**src/hw/rtl/fmce_pkg.sv**
```systemverilog
// ----------------------------------------------------------------------------
// fmce_pkg
// shared types and constants of the framed motor command encoder unit
// ----------------------------------------------------------------------------
package fmce_pkg;

  localparam int unsigned FRAME_DEPTH_DEFAULT = 16;

  localparam logic [7:0] OWN_ADDRESS_RESET = 8'h65;
  localparam logic [15:0] PWM_PERIOD_RESET = 16'd1024;

  localparam logic [7:0] CH_OPEN  = 8'h7B;
  localparam logic [7:0] CH_CLOSE = 8'h7D;
  localparam logic [7:0] CH_MINUS = 8'h2D;
  localparam logic [7:0] CH_ZERO  = 8'h30;
  localparam logic [7:0] CH_P     = 8'h50;
  localparam logic [7:0] CH_U     = 8'h55;
  localparam logic [7:0] CH_S     = 8'h53;
  localparam logic [7:0] CH_L     = 8'h4C;
  localparam logic [7:0] CH_R     = 8'h52;

  localparam logic [0:0] REG_OWN_ADDRESS = 1'b0;
  localparam logic [0:0] REG_PWM_PERIOD  = 1'b1;

  localparam logic [1:0] KIND_ECHO   = 2'd0;
  localparam logic [1:0] KIND_REPORT = 2'd1;
  localparam logic [1:0] KIND_DRIVE  = 2'd2;

  localparam logic [1:0] DIR_OFF  = 2'd0;
  localparam logic [1:0] DIR_FWD  = 2'd1;
  localparam logic [1:0] DIR_BACK = 2'd2;

  typedef enum logic [2:0] {
    CMD_CLEAR, CMD_REPORT, CMD_LEFT, CMD_RIGHT, CMD_BOTH, CMD_BRAKE
  } cmd_t;

  // one queued job: either an encoder sample or a closed frame command
  typedef struct packed {
    logic       enc;
    logic [3:0] phases;
    cmd_t       cmd;
    logic [7:0] l_sign;
    logic [7:0] l_d0, l_d1, l_d2, l_d3, l_d4;
    logic [7:0] r_sign;
    logic [7:0] r_d0, r_d1, r_d2, r_d3, r_d4;
  } job_t;

  typedef struct packed {
    logic [1:0]  kind;
    logic [7:0]  echo_char;
    logic [31:0] left_position;
    logic [31:0] right_position;
    logic [15:0] left_duty;
    logic [1:0]  left_dir;
    logic [15:0] right_duty;
    logic [1:0]  right_dir;
    logic        last;
  } result_t;

endpackage

```
**src/hw/rtl/fmce_front.sv**
```systemverilog
// ----------------------------------------------------------------------------
// fmce_front
// gathers frame bytes and turns closed frames and encoder samples into jobs
// ----------------------------------------------------------------------------
module fmce_front #(
  parameter int unsigned FRAME_DEPTH = fmce_pkg::FRAME_DEPTH_DEFAULT
) (
  input  logic           clk,
  input  logic           rst,
  input  logic           in_valid,
  input  logic           func,
  input  logic [7:0]     rx_byte,
  input  logic [3:0]     phases,
  input  logic [7:0]     own_address,
  output logic           job_valid,
  output fmce_pkg::job_t job
);

  localparam int unsigned IW = $clog2(FRAME_DEPTH + 1);

  logic          in_frame;
  logic [IW-1:0] frame_index;
  logic [7:0]    frame_bytes [FRAME_DEPTH];
  logic          cmd_ok;
  fmce_pkg::cmd_t cmd;

  always_comb begin
    cmd_ok = 1'b1;
    cmd = fmce_pkg::CMD_CLEAR;
    case (frame_bytes[3])
      fmce_pkg::CH_ZERO: cmd = fmce_pkg::CMD_CLEAR;
      fmce_pkg::CH_P:    cmd = fmce_pkg::CMD_REPORT;
      fmce_pkg::CH_L:    cmd = fmce_pkg::CMD_LEFT;
      fmce_pkg::CH_R:    cmd = fmce_pkg::CMD_RIGHT;
      fmce_pkg::CH_U:    cmd = fmce_pkg::CMD_BOTH;
      fmce_pkg::CH_S:    cmd = fmce_pkg::CMD_BRAKE;
      default:           cmd_ok = 1'b0;
    endcase
  end

  always_ff @(posedge clk) begin
    if (in_valid && !func && in_frame && rx_byte != fmce_pkg::CH_CLOSE &&
        frame_index < IW'(FRAME_DEPTH))
      frame_bytes[frame_index[$clog2(FRAME_DEPTH)-1:0]] <= rx_byte;
    job.enc    <= func;
    job.phases <= phases;
    job.cmd    <= cmd;
    job.l_sign <= frame_bytes[4];
    job.l_d0   <= frame_bytes[5];
    job.l_d1   <= frame_bytes[6];
    job.l_d2   <= frame_bytes[7];
    job.l_d3   <= frame_bytes[8];
    job.l_d4   <= frame_bytes[9];
    job.r_sign <= frame_bytes[10];
    job.r_d0   <= frame_bytes[11];
    job.r_d1   <= frame_bytes[12];
    job.r_d2   <= frame_bytes[13];
    job.r_d3   <= frame_bytes[14];
    job.r_d4   <= frame_bytes[15];
    if (rst) begin
      in_frame    <= 1'b0;
      frame_index <= '0;
      job_valid   <= 1'b0;
    end else begin
      job_valid <= 1'b0;
      if (in_valid) begin
        if (func) begin
          job_valid <= 1'b1;
        end else if (!in_frame) begin
          if (rx_byte == fmce_pkg::CH_OPEN) begin
            in_frame    <= 1'b1;
            frame_index <= '0;
          end
        end else if (rx_byte == fmce_pkg::CH_CLOSE) begin
          in_frame    <= 1'b0;
          frame_index <= '0;
          job_valid   <= cmd_ok && frame_bytes[0] == own_address;
        end else if (frame_index < IW'(FRAME_DEPTH)) begin
          frame_index <= frame_index + 1'b1;
        end
      end
    end
  end

endmodule

```
**src/hw/rtl/fmce_queue.sv**
```systemverilog
// ----------------------------------------------------------------------------
// fmce_queue
// small first-in first-out store of jobs between front and back
// ----------------------------------------------------------------------------
module fmce_queue (
  input  logic           clk,
  input  logic           rst,
  input  logic           wr,
  input  fmce_pkg::job_t wdata,
  input  logic           rd,
  output logic           nempty,
  output logic [2:0]     count,
  output fmce_pkg::job_t rdata
);

  fmce_pkg::job_t mem [4];
  logic [1:0] wp, rp;

  assign nempty = count != 3'd0;
  assign rdata  = mem[rp];

  always_ff @(posedge clk) begin
    if (wr) mem[wp] <= wdata;
    if (rst) begin
      wp <= '0;
      rp <= '0;
      count <= '0;
    end else begin
      if (wr) wp <= wp + 1'b1;
      if (rd) rp <= rp + 1'b1;
      count <= count + {2'b0, wr} - {2'b0, rd};
    end
  end

endmodule

```
**src/hw/rtl/fmce_back.sv**
```systemverilog
// ----------------------------------------------------------------------------
// fmce_back
// executes jobs: encoder counting, speed parsing, drive registers, results
// ----------------------------------------------------------------------------
module fmce_back (
  input  logic              clk,
  input  logic              rst,
  input  logic              job_valid,
  input  fmce_pkg::job_t    job,
  output logic              job_take,
  input  logic [15:0]       pwm_period,
  output logic              res_valid,
  output fmce_pkg::result_t res,
  input  logic              res_take
);

  typedef enum logic [2:0] {
    S_IDLE, S_SPEED, S_APPLY, S_OUT
  } state_t;

  state_t state;
  fmce_pkg::job_t cur;
  logic [31:0] left_count, right_count;
  logic left_prev_a, right_prev_a;
  logic [15:0] duty [2];
  logic [1:0]  dir [2];
  logic [15:0] echo_duty [2];
  logic [1:0]  echo_dir [2];
  logic signed [31:0] lv, rv;
  logic [31:0] lmag, rmag;
  logic [1:0] nres, ridx;
  logic [1:0] kinds [3];
  logic [15:0] limit;
  logic signed [31:0] lsum, rsum;

  function automatic logic signed [31:0] dsum(input logic [7:0] a, b, c, d, e);
    dsum = ($signed({24'd0, a}) - 32'sd48) * 32'sd10000
         + ($signed({24'd0, b}) - 32'sd48) * 32'sd1000
         + ($signed({24'd0, c}) - 32'sd48) * 32'sd100
         + ($signed({24'd0, d}) - 32'sd48) * 32'sd10
         + ($signed({24'd0, e}) - 32'sd48);
  endfunction

  function automatic logic [31:0] mag(input logic signed [31:0] v);
    mag = v < 0 ? 32'(-v) : 32'(v);
  endfunction

  assign limit = pwm_period == 16'd0 ? 16'd0 : pwm_period - 16'd1;
  assign lsum = dsum(cur.l_d0, cur.l_d1, cur.l_d2, cur.l_d3, cur.l_d4);
  assign rsum = dsum(cur.r_d0, cur.r_d1, cur.r_d2, cur.r_d3, cur.r_d4);
  assign lmag = mag(lv);
  assign rmag = mag(rv);
  assign job_take = state == S_IDLE && job_valid;

  // the echo beat carries the drive as it stood before the command
  always_comb begin
    res.kind = kinds[ridx];
    res.echo_char = res.kind == fmce_pkg::KIND_ECHO ?
                    (cur.cmd == fmce_pkg::CMD_LEFT ? fmce_pkg::CH_L : fmce_pkg::CH_U) : 8'd0;
    res.left_position  = res.kind == fmce_pkg::KIND_REPORT ? left_count : 32'd0;
    res.right_position = res.kind == fmce_pkg::KIND_REPORT ? right_count : 32'd0;
    res.left_duty  = res.kind == fmce_pkg::KIND_ECHO ? echo_duty[0] : duty[0];
    res.left_dir   = res.kind == fmce_pkg::KIND_ECHO ? echo_dir[0] : dir[0];
    res.right_duty = res.kind == fmce_pkg::KIND_ECHO ? echo_duty[1] : duty[1];
    res.right_dir  = res.kind == fmce_pkg::KIND_ECHO ? echo_dir[1] : dir[1];
    res.last = ridx == nres - 2'd1;
  end
  assign res_valid = state == S_OUT;

  always_ff @(posedge clk) begin
    if (rst) begin
      state <= S_IDLE;
      left_count <= '0;
      right_count <= '0;
      left_prev_a <= 1'b0;
      right_prev_a <= 1'b0;
      duty[0] <= '0;
      duty[1] <= '0;
      dir[0] <= fmce_pkg::DIR_OFF;
      dir[1] <= fmce_pkg::DIR_OFF;
      ridx <= '0;
      nres <= '0;
    end else begin
      case (state)
        S_IDLE: begin
          if (job_valid) begin
            cur <= job;
            ridx <= '0;
            if (job.enc) begin
              if (job.phases[0] != left_prev_a)
                left_count <= left_count + ((job.phases[1] != job.phases[0]) ?
                              32'd1 : 32'hFFFF_FFFF);
              left_prev_a <= job.phases[0];
              if (job.phases[2] != right_prev_a)
                right_count <= right_count + ((job.phases[3] == job.phases[2]) ?
                               32'd1 : 32'hFFFF_FFFF);
              right_prev_a <= job.phases[2];
            end else begin
              case (job.cmd)
                fmce_pkg::CMD_CLEAR: begin
                  left_count <= '0;
                  right_count <= '0;
                end
                fmce_pkg::CMD_REPORT: begin
                  kinds[0] <= fmce_pkg::KIND_REPORT;
                  nres <= 2'd1;
                  state <= S_OUT;
                end
                fmce_pkg::CMD_BRAKE: begin
                  dir[0] <= fmce_pkg::DIR_OFF;
                  dir[1] <= fmce_pkg::DIR_OFF;
                  duty[0] <= limit;
                  duty[1] <= limit;
                  kinds[0] <= fmce_pkg::KIND_DRIVE;
                  kinds[1] <= fmce_pkg::KIND_REPORT;
                  nres <= 2'd2;
                  state <= S_OUT;
                end
                default: state <= S_SPEED;
              endcase
            end
          end
        end
        S_SPEED: begin
          lv <= cur.l_sign == fmce_pkg::CH_MINUS ? -lsum : lsum;
          rv <= cur.r_sign == fmce_pkg::CH_MINUS ? -rsum : rsum;
          echo_duty[0] <= duty[0];
          echo_duty[1] <= duty[1];
          echo_dir[0] <= dir[0];
          echo_dir[1] <= dir[1];
          state <= S_APPLY;
        end
        S_APPLY: begin
          if (cur.cmd != fmce_pkg::CMD_RIGHT && lv != 0) begin
            dir[0] <= lv > 0 ? fmce_pkg::DIR_FWD : fmce_pkg::DIR_BACK;
            duty[0] <= lmag > {16'd0, limit} ? limit : lmag[15:0];
          end
          if (cur.cmd == fmce_pkg::CMD_RIGHT && lv != 0) begin
            dir[1] <= lv > 0 ? fmce_pkg::DIR_FWD : fmce_pkg::DIR_BACK;
            duty[1] <= lmag > {16'd0, limit} ? limit : lmag[15:0];
          end
          if (cur.cmd == fmce_pkg::CMD_BOTH && rv != 0) begin
            dir[1] <= rv > 0 ? fmce_pkg::DIR_FWD : fmce_pkg::DIR_BACK;
            duty[1] <= rmag > {16'd0, limit} ? limit : rmag[15:0];
          end
          case (cur.cmd)
            fmce_pkg::CMD_LEFT: begin
              kinds[0] <= fmce_pkg::KIND_ECHO;
              kinds[1] <= fmce_pkg::KIND_DRIVE;
              nres <= 2'd2;
            end
            fmce_pkg::CMD_RIGHT: begin
              kinds[0] <= fmce_pkg::KIND_DRIVE;
              nres <= 2'd1;
            end
            default: begin
              kinds[0] <= fmce_pkg::KIND_ECHO;
              kinds[1] <= fmce_pkg::KIND_DRIVE;
              kinds[2] <= fmce_pkg::KIND_REPORT;
              nres <= 2'd3;
            end
          endcase
          state <= S_OUT;
        end
        S_OUT: begin
          if (res_take) begin
            ridx <= ridx + 2'd1;
            if (res.last) state <= S_IDLE;
          end
        end
        default: state <= S_IDLE;
      endcase
    end
  end

endmodule

```
**src/hw/rtl/fmce_outq.sv**
```systemverilog
// ----------------------------------------------------------------------------
// fmce_outq
// two-entry result buffer facing the consumer
// ----------------------------------------------------------------------------
module fmce_outq (
  input  logic              clk,
  input  logic              rst,
  input  logic              wr,
  input  fmce_pkg::result_t wdata,
  output logic              can_wr,
  input  logic              rd,
  output logic              nempty,
  output fmce_pkg::result_t rdata
);

  fmce_pkg::result_t mem [2];
  logic wp, rp;
  logic [1:0] count;

  assign can_wr = count != 2'd2;
  assign nempty = count != 2'd0;
  assign rdata  = mem[rp];

  always_ff @(posedge clk) begin
    if (wr) mem[wp] <= wdata;
    if (rst) begin
      wp <= 1'b0;
      rp <= 1'b0;
      count <= '0;
    end else begin
      if (wr) wp <= ~wp;
      if (rd) rp <= ~rp;
      count <= count + {1'b0, wr} - {1'b0, rd};
    end
  end

endmodule

```
**src/hw/rtl/framed_motor_command_encoder_unit.sv**
```systemverilog
// ----------------------------------------------------------------------------
// framed_motor_command_encoder_unit
// A front stage takes one item per cycle while full is low, gathers frame
// bytes and queues encoder samples and addressed frame commands; the back
// stage executes one queued job at a time. Encoder samples and the other
// commands execute in the idle state; left, right and both commands pass
// through the speed and apply states of the back sequencer first, and results
// leave one beat at a time. full rises while the job queue has little room left.
// ----------------------------------------------------------------------------
module framed_motor_command_encoder_unit #(
  parameter int unsigned FRAME_DEPTH = fmce_pkg::FRAME_DEPTH_DEFAULT
) (
  input  logic        clk,
  input  logic        rst,
  input  logic        push,
  output logic        full,
  input  logic        func,
  input  logic [7:0]  rx_byte,
  input  logic        left_phase_a,
  input  logic        left_phase_b,
  input  logic        right_phase_a,
  input  logic        right_phase_b,
  output logic        empty,
  input  logic        pop,
  output logic [1:0]  kind,
  output logic [7:0]  echo_char,
  output logic signed [31:0] left_position,
  output logic signed [31:0] right_position,
  output logic [15:0] left_duty,
  output logic [1:0]  left_dir,
  output logic [15:0] right_duty,
  output logic [1:0]  right_dir,
  output logic        last,
  input  logic        cfg_we,
  input  logic [0:0]  cfg_index,
  input  logic [15:0] cfg_data
);

  logic [7:0]  own_address;
  logic [15:0] pwm_period;
  logic        job_valid, job_take, q_nempty, b_valid, o_can, o_nempty;
  logic [2:0]  q_count;
  fmce_pkg::job_t    job, q_job;
  fmce_pkg::result_t b_res, o_res;

  always_ff @(posedge clk) begin
    if (rst) begin
      own_address <= fmce_pkg::OWN_ADDRESS_RESET;
      pwm_period  <= fmce_pkg::PWM_PERIOD_RESET;
    end else if (cfg_we) begin
      case (cfg_index)
        fmce_pkg::REG_OWN_ADDRESS: own_address <= cfg_data[7:0];
        fmce_pkg::REG_PWM_PERIOD:  pwm_period  <= cfg_data;
        default: ;
      endcase
    end
  end

  // room for one job in flight in the front register
  assign full = q_count >= 3'd3;

  fmce_front #(.FRAME_DEPTH(FRAME_DEPTH)) u_front (
    .clk, .rst,
    .in_valid(push && !full), .func, .rx_byte,
    .phases({right_phase_b, right_phase_a, left_phase_b, left_phase_a}),
    .own_address, .job_valid, .job
  );

  fmce_queue u_queue (
    .clk, .rst, .wr(job_valid), .wdata(job), .rd(job_take),
    .nempty(q_nempty), .count(q_count), .rdata(q_job)
  );

  fmce_back u_back (
    .clk, .rst, .job_valid(q_nempty), .job(q_job), .job_take,
    .pwm_period, .res_valid(b_valid), .res(b_res), .res_take(b_valid && o_can)
  );

  fmce_outq u_outq (
    .clk, .rst, .wr(b_valid && o_can), .wdata(b_res), .can_wr(o_can),
    .rd(pop && o_nempty), .nempty(o_nempty), .rdata(o_res)
  );

  assign empty = !o_nempty;
  assign kind = o_res.kind;
  assign echo_char = o_res.echo_char;
  assign left_position = o_res.left_position;
  assign right_position = o_res.right_position;
  assign left_duty = o_res.left_duty;
  assign left_dir = o_res.left_dir;
  assign right_duty = o_res.right_duty;
  assign right_dir = o_res.right_dir;
  assign last = o_res.last;

endmodule
```
**config.mk**
```make
export PLATFORM = sky130hd
export DESIGN_NAME = framed_motor_command_encoder_unit
export DESIGN_NICKNAME = d
export VERILOG_FILES = /design/src/hw/rtl/fmce_pkg.sv /design/src/hw/rtl/fmce_front.sv /design/src/hw/rtl/fmce_queue.sv /design/src/hw/rtl/fmce_back.sv /design/src/hw/rtl/fmce_outq.sv /design/src/hw/rtl/framed_motor_command_encoder_unit.sv
export SDC_FILE = /design/constraint.sdc
export NUM_CORES = 2
export LEC_CHECK = 0
export BUFFER_PORTS_ARGS = -buffer_cell sky130_fd_sc_hd__buf_4
export CAP_MARGIN = 20
export CORE_UTILIZATION = 30
export CTS_BUF_LIST = sky130_fd_sc_hd__clkbuf_16
export CTS_CLUSTER_SIZE = 16
export DETAILED_ROUTE_END_ITERATION = 16
export MAX_ROUTING_LAYER = met4
export PLACE_DENSITY = 0.41
export SETUP_SLACK_MARGIN = 0.2
export SLEW_MARGIN = 20
export SYNTH_ARGS = -nofsm -noshare
export SYNTH_HDL_FRONTEND = slang
export SYNTH_SLANG_ARGS = --single-unit
```
**constraint.sdc**
```tcl
create_clock -name clk -period 18.4 [get_ports clk]
set_input_delay 0.92 -clock clk [delete_from_list [all_inputs] [get_ports clk]]
set_output_delay 0.92 -clock clk [all_outputs]
set_load 0.02 [all_outputs]
```
# After elaboration in Yosys (flattened, before gate mapping)
# Memories as Yosys holds them, arrays and structs flattened. A register that Yosys moved wholly into a read port is not among the register bits.
# Index checks and enable logic that the tools add are counted.
[word_totals]
regBits = 286
mem_count = 8
elab_cells = 315
in_bits = 35
ramBits = 844
output_inout_bits = 113
[memory_table]
columns = ["name", "words", "word_bits", "rd", "rd_clocked_by_memory_dff", "write_ports", "line", "rtl"]
rows = [
  ["u_queue.mem", 4, 104, 1, 1, 1, "fmce_queue.sv:16", "fmce_pkg::job_t mem [4];"],
  ["u_outq.mem", 2, 111, 1, 1, 1, "fmce_outq.sv:16", "fmce_pkg::result_t mem [2];"],
  ["u_front.frame_bytes", 16, 8, 14, 12, 1, "fmce_front.sv:23", "logic [7:0] frame_bytes [FRAME_DEPTH];"],
  ["u_back.duty", 2, 16, 2, 0, 2, "fmce_back.sv:25", "logic [15:0] duty [2];"],
  ["u_back.echo_duty", 2, 16, 2, 0, 2, "fmce_back.sv:27", "logic [15:0] echo_duty [2];"],
  ["u_back.kinds", 3, 2, 1, 1, 3, "fmce_back.sv:32", "logic [1:0] kinds [3];"],
  ["+2 memories", "-", "-", "-", "-", "-", "-", ""],
]
[classes]
bitwise_logic = 22
magnitude_cmp = 8
add_sub_neg = 34
eq_ne = 37
muxes = 119
n_reduce_logical = 43
n_mul = 8
[op_table]
columns = ["operator", "count"]
rows = [
  ["$mux W32", 13],
  ["$add A32 B32 Y32", 10],
  ["$mux W16", 10],
  ["$neg A32 Y32", 4],
  ["$sub A8 B6 Y9 const B", 10],
  ["$gt A32 B1 Y1 const B", 2],
  ["$gt A32 B16 Y1", 2],
  ["$lt A32 B1 Y1 const B", 2],
  ["$mul A32 B11 Y28 const B", 2],
  ["$mul A32 B4 Y31 const B", 2],
  ["$mul A32 B6 Y30 const B", 2],
  ["$mul A32 B8 Y29 const B", 2],
  ["$reduce_bool A32 Y1", 2],
  ["$eq A8 B7 Y1 const B", 7],
  ["$mux W1", 56],
  ["$mux W2", 23],
  ["$mux W5", 5],
  ["$eq A8 B6 Y1 const B", 3],
  ["$logic_not A16 Y1", 1],
  ["$or A1 B1 Y1", 16],
  ["$pmux W2 S2", 4],
  ["$reduce_and A4 Y1", 4],
  ["$sub A16 B1 Y16 const B", 1],
  ["$pmux W3 S5", 1],
  ["other kinds (38)", 87],
]

# Longest topological paths before layout
[depth]
depth_word = 11
ltp_mapped = 35
depth_no_buf = 34

# Modules after synthesis
# A second synthesis with hierarchy kept.
[unflattened]
hier_cells = 4904
hier_area_um2 = 65496.6
[modules_own_cells]
columns = ["mod", "area_each_um2", "seq_area_each_um2", "cells_per_inst", "n_inst"]
rows = [
  ["fmce_back", 34399.2, 8658.3, 3520, 1],
  ["fmce_queue", 15454.8, 12672.2, 585, 1],
  ["fmce_outq", 8255.4, 6766.5, 366, 1],
  ["fmce_front", 6271.0, 5585.4, 324, 1],
  ["framed_motor_command_encoder_unit", 1116.1, 480.5, 109, 1],
]

# Least setup slack after synthesis
# Ideal clock, no wire load.
[synth_path]
kind = "register to register"
start = "register u_back.cur[76] in the netlist's numbering"
end = "register u_back.lv[31] (data pin)"
setup_time_ns = 0.258
arrival_time_ns = 9.557
stages_incl_launch_ff = 32
path_slack_ns = 8.586
period_less_slack_ns = 9.814
n_path_buf = 1
required_ns = 18.142
cell_sequence = "edfxtp_1 ha_1 nor3_1 clkinv_1 fa_1 inv_1 fa_1 fa_1 inv_1 fa_1 inv_1 ha_1 a21oi_1 nor2b_1 o31ai_1 a211oi_1 xnor2_1 fa_1 inv_1 fa_1 inv_1 ha_1 clkbuf_1 a21oi_1 o31ai_1 a2111oi_0 o21bai_1 xor2_1 nor4b_1 nand3_1 o31a_1 xnor2_1"
[synth_via]
elab_chain_cells = 8
[synth_rtl]
columns = ["item", "line", "rtl"]
rows = [
  ["start: declaration", "fmce_back.sv:22", "fmce_pkg::job_t cur;"],
  ["start signal: assignment", "fmce_back.sv:87", "cur <= job;"],
  ["$sub A8 B6 Y9 *", "fmce_back.sv:38", "+ ($signed({24'd0, b}) - 32'sd48) * 32'sd1000"],
  ["$mul A32 B8 Y29 *", "fmce_back.sv:38", ""],
  ["$add A32 B32 Y32 *", "fmce_back.sv:38", ""],
  ["$add A32 B32 Y32 *", "fmce_back.sv:39", "+ ($signed({24'd0, c}) - 32'sd48) * 32'sd100"],
  ["$add A32 B32 Y32 *", "fmce_back.sv:40", "+ ($signed({24'd0, d}) - 32'sd48) * 32'sd10"],
  ["$add A32 B32 Y32 *", "fmce_back.sv:41", "+ ($signed({24'd0, e}) - 32'sd48);"],
  ["$neg A32 Y32", "fmce_back.sv:125", "lv <= cur.l_sign == fmce_pkg::CH_MINUS ? -lsum : lsum;"],
  ["$mux W32 *", "fmce_back.sv:125", ""],
  ["end signal: assignment", "fmce_back.sv:125", ""],
  ["end: declaration", "fmce_back.sv:29", "logic signed [31:0] lv, rv;"],
]
# Mark *: on every way between the ends. The rest lies on a longest branch, timed or not.
# A chain may end at the register's enable or synchronous reset.

# Worst setup path in the final report
[layout_path]
start = "register u_back.cur[68] in the netlist's numbering"
end = "register u_back.lv[31] (data pin)"
[layout_via]
elab_chain_cells = 7
[layout_rtl]
columns = ["item", "line"]
rows = [
  ["$sub A8 B6 Y9 *", "fmce_back.sv:39"],
  ["$mul A32 B6 Y30 *", "fmce_back.sv:39"],
  ["$add A32 B32 Y32 *", "fmce_back.sv:39"],
  ["$add A32 B32 Y32 *", "fmce_back.sv:40"],
  ["$add A32 B32 Y32 *", "fmce_back.sv:41"],
  ["$neg A32 Y32", "fmce_back.sv:125"],
  ["$mux W32 *", "fmce_back.sv:125"],
]
# Marked as above.

==> impl_metrics.json <==
{
  "grt_pass1_vias": 39600,
  "synthArstFlopShare_pct": 0,
  "cp-start-kind": "flip-flop",
  "htreeDepth": 4,
  "drive_gt1_share_pct": 13.0,
  "ys_warn_count": 0,
  "dp_hpwl_mm": 120,
  "wl_per_cell_um": 19.8,
  "maxSlewHeadroom_pct": 25.3,
  "synth-seq-cells": 1202,
  "slowest_delay_ns": 0.73,
  "skew_ns": 0.0377,
  "top_layer_used": "met4",
  "hold_buffers": 0,
  "drtAntennaViolNets": 0,
  "required_ns": 18.93,
  "synthDistinctLibCells": 88,
  "wl_met2_mm": 74.9,
  "track_usage_pct": 15.3,
  "status": "complete, no violations",
  "tightest_slew_ns": 1.12,
  "nNetsFinal": 6098,
  "grt_pass1_wl_mm": 251,
  "cp-startpoint": "u_back.cur[68]$_DFFE_PP_",
  "num_rows": 171,
  "gp_congestion": 0.860,
  "grt.overflow.total": 0,
  "vias_per_cell": 4.66,
  "dieArea_um2": 220000,
  "dr.pass1.iters": 7,
  "min-delay-start": "left_phase_a",
  "path_clk_slew_ns": 0.05,
  "end_kind": "flip-flop",
  "drv_slew": 0,
  "cts_inserted_buffers": 141,
  "synthCells": 5096,
  "avgSynthCellArea_um2": 12.9,
  "synthFlopType": "edfxtp_1",
  "grt_max_degree": 64,
  "clockBufferDepth": 3,
  "reg2reg_from": "u_back.cur[68]$_DFFE_PP_",
  "cts-root-buf": "clkbuf_16",
  "cts_setup_buffers": 0,
  "yosysSeqAreaShare_pct": 51.7,
  "io_buffers": 144,
  "dieWidth_um": 469,
  "grt_setup_unrepaired": "no",
  "antenna_found_initial": 5,
  "period_needed_ns": 9.82,
  "finalSetupTns_ns": 0,
  "cp_slowest_cell": "a2111oi_1",
  "cts_resized": 0,
  "final-setup-viol-count": 0,
  "wl_met3_mm": 4.19,
  "syn_to_final_growth_pct": 14.0,
  "cts_tree": "done",
  "path_max_fanout": 6,
  "clock-sinks": 1202,
  "max_freq_ghz": 0.102,
  "crit_arrival_ns": 10.35,
  "die_h_um": 469,
  "finalHoldViolCount": 0,
  "path_class": "reg2reg",
  "hp-class": "in2reg",
  "drt_iter0_drc": 2009,
  "insertion_delay_ns": 0.80,
  "wl_met1_mm": 82.1,
  "drcViolationCount": 0,
  "syn-cell-area_um2": 65500,
  "fin_crit_sh_pct": 53.4,
  "io-pin-count": 148,
  "core_area_um2": 217000,
  "max_cap_violations": 0,
  "initial_utilization_pct": 30.2,
  "num_vias": 38700,
  "wl_mm": 164,
  "synth_edf_count": 979
}
metrics by stage:
| stage | area [µm²] | setup slack, ns | util [%] | instances | hold slack (ns) |
|---|---|---|---|---|---|
| CTS | 74700 | 8.40 | 34.4 | 8289 | 0.168 |
| detailed placement | 70200 | 8.45 | 32.3 | 8027 | 0.327 |
| finish | 74700 | 8.58 | 34.4 | 8291 | 0.245 |
| floorplan | 65500 | 8.59 | - | 5098 | 0.323 |
| global route | 74700 | 7.77 | 34.4 | 8290 | 0.186 |
| global placement | 70200 | 8.47 | 32.3 | 8026 | 0.323 |
cell usage after synthesis (all sizes together), types with 20 or more instances:
master / count / area share [%]
nor3: 100 / 0.76
or3: 37 / 0.35
nor4: 27 / 0.26
nand2: 249 / 1.4
inv: 584 / 3.3
dfxtp: 223 / 6.8
nand2b: 29 / 0.28
buf: 35 / 0.26
and2: 101 / 0.96
mux4: 103 / 3.5
xor2: 113 / 1.5
o21ai: 170 / 1.3
nor2: 241 / 1.4
a21o: 86 / 0.99
a211oi: 30 / 0.34
nor2b: 35 / 0.33
ha: 470 / 9.0
o21a: 46 / 0.53
a22oi: 29 / 0.34
mux2: 151 / 2.6
o21bai: 29 / 0.33
xnor2: 218 / 2.9
nand3: 47 / 0.37
edfxtp: 979 / 45
o22ai: 20 / 0.19
a21oi: 222 / 1.7
nand4: 32 / 0.31
clkbuf: 90 / 0.52
o31ai: 29 / 0.34
fa: 277 / 8.5
final timing paths:
path	to	slack, ns	depth (start not counted)
setup / recovery	u_back.lv[31]$_DFFE_PP_	8.58	30
hold / removal	u_front.job[99]$_DFF_P_	0.24	1
setup reg to reg	u_back.lv[31]$_DFFE_PP_	8.58	30
hold reg to reg	u_front.job[67]$_DFF_P_	0.34	0
sequential cells by signal, indices dropped and copies added (netlist names), 32 cells and up, named ones only:
signal	flops
u_queue.mem	416
u_outq.mem	212
u_front.frame_bytes	112
u_front.job	104
u_back.cur	99
u_back.duty	32
u_back.echo_duty	32
u_back.left_count	32
u_back.lv	32
u_back.right_count	32
u_back.rv	32
critical path: cells and delay by family, from the launching register on:
| family | cells | cell delay [ns] |
|---|---|---|
| fa+ha+maj | 8 | 3.41 |
| compound gates | 12 | 3.05 |
| simple gates | 4 | 1.86 |
| buf+inv | 4 | 0.46 |
| flops | 1 | 0.45 |
| xor+xnor | 2 | 0.33 |
placed cells by master (no fill, tap or decap), types with 199 or more instances in the layout:
cell | netlist | routed
inv_1 | 583 | 611
ha_1 | 470 | 470
nand2_1 | 249 | 249
xnor2_1 | 218 | 218
a21oi_1 | 222 | 220
fa_1 | 277 | 277
nor2_1 | 241 | 236
buf_4 | 5 | 199
dfxtp_1 | 223 | 220
edfxtp_1 | 979 | 979
area by class of cell:
type                    count  area [µm²]
fillers                 21300      142000
flip-flops and latches   1202       33900
multi-input cells        3186       29100
clock buffers             144        3600
well taps                2854        3570
inverters                 585        2200
repair buffers            200        1520
clock inverters           118         838
diodes                      2        5.00
kinds of logic (layout without fill, tap and decap cells):
group	after synthesis	after routing	synth area share (%)
muxes	266	266	6.34
adders and majority gates	747	747	17.4
DFF	1202	1202	51.7
AOI/OAI and AO/OA	833	833	8.28
xor gates and xnor gates	333	333	4.49
buffers and inverters	710	1047	4.12
and+or+nand+nor	1004	1004	7.65
other	1	5	0.00572
metal layers:
layer / vias to the layer above / track usage [%]
li1: 18800 / -
met1: 19200 / 21.2
met2: 466 / 23.8
met3: 197 / 2.02
met4: 0 / 3.54
met5: - / -
Power is not shown: default switching activity piles up to over one toggle a cycle in this logic, so the estimate is an artifact.
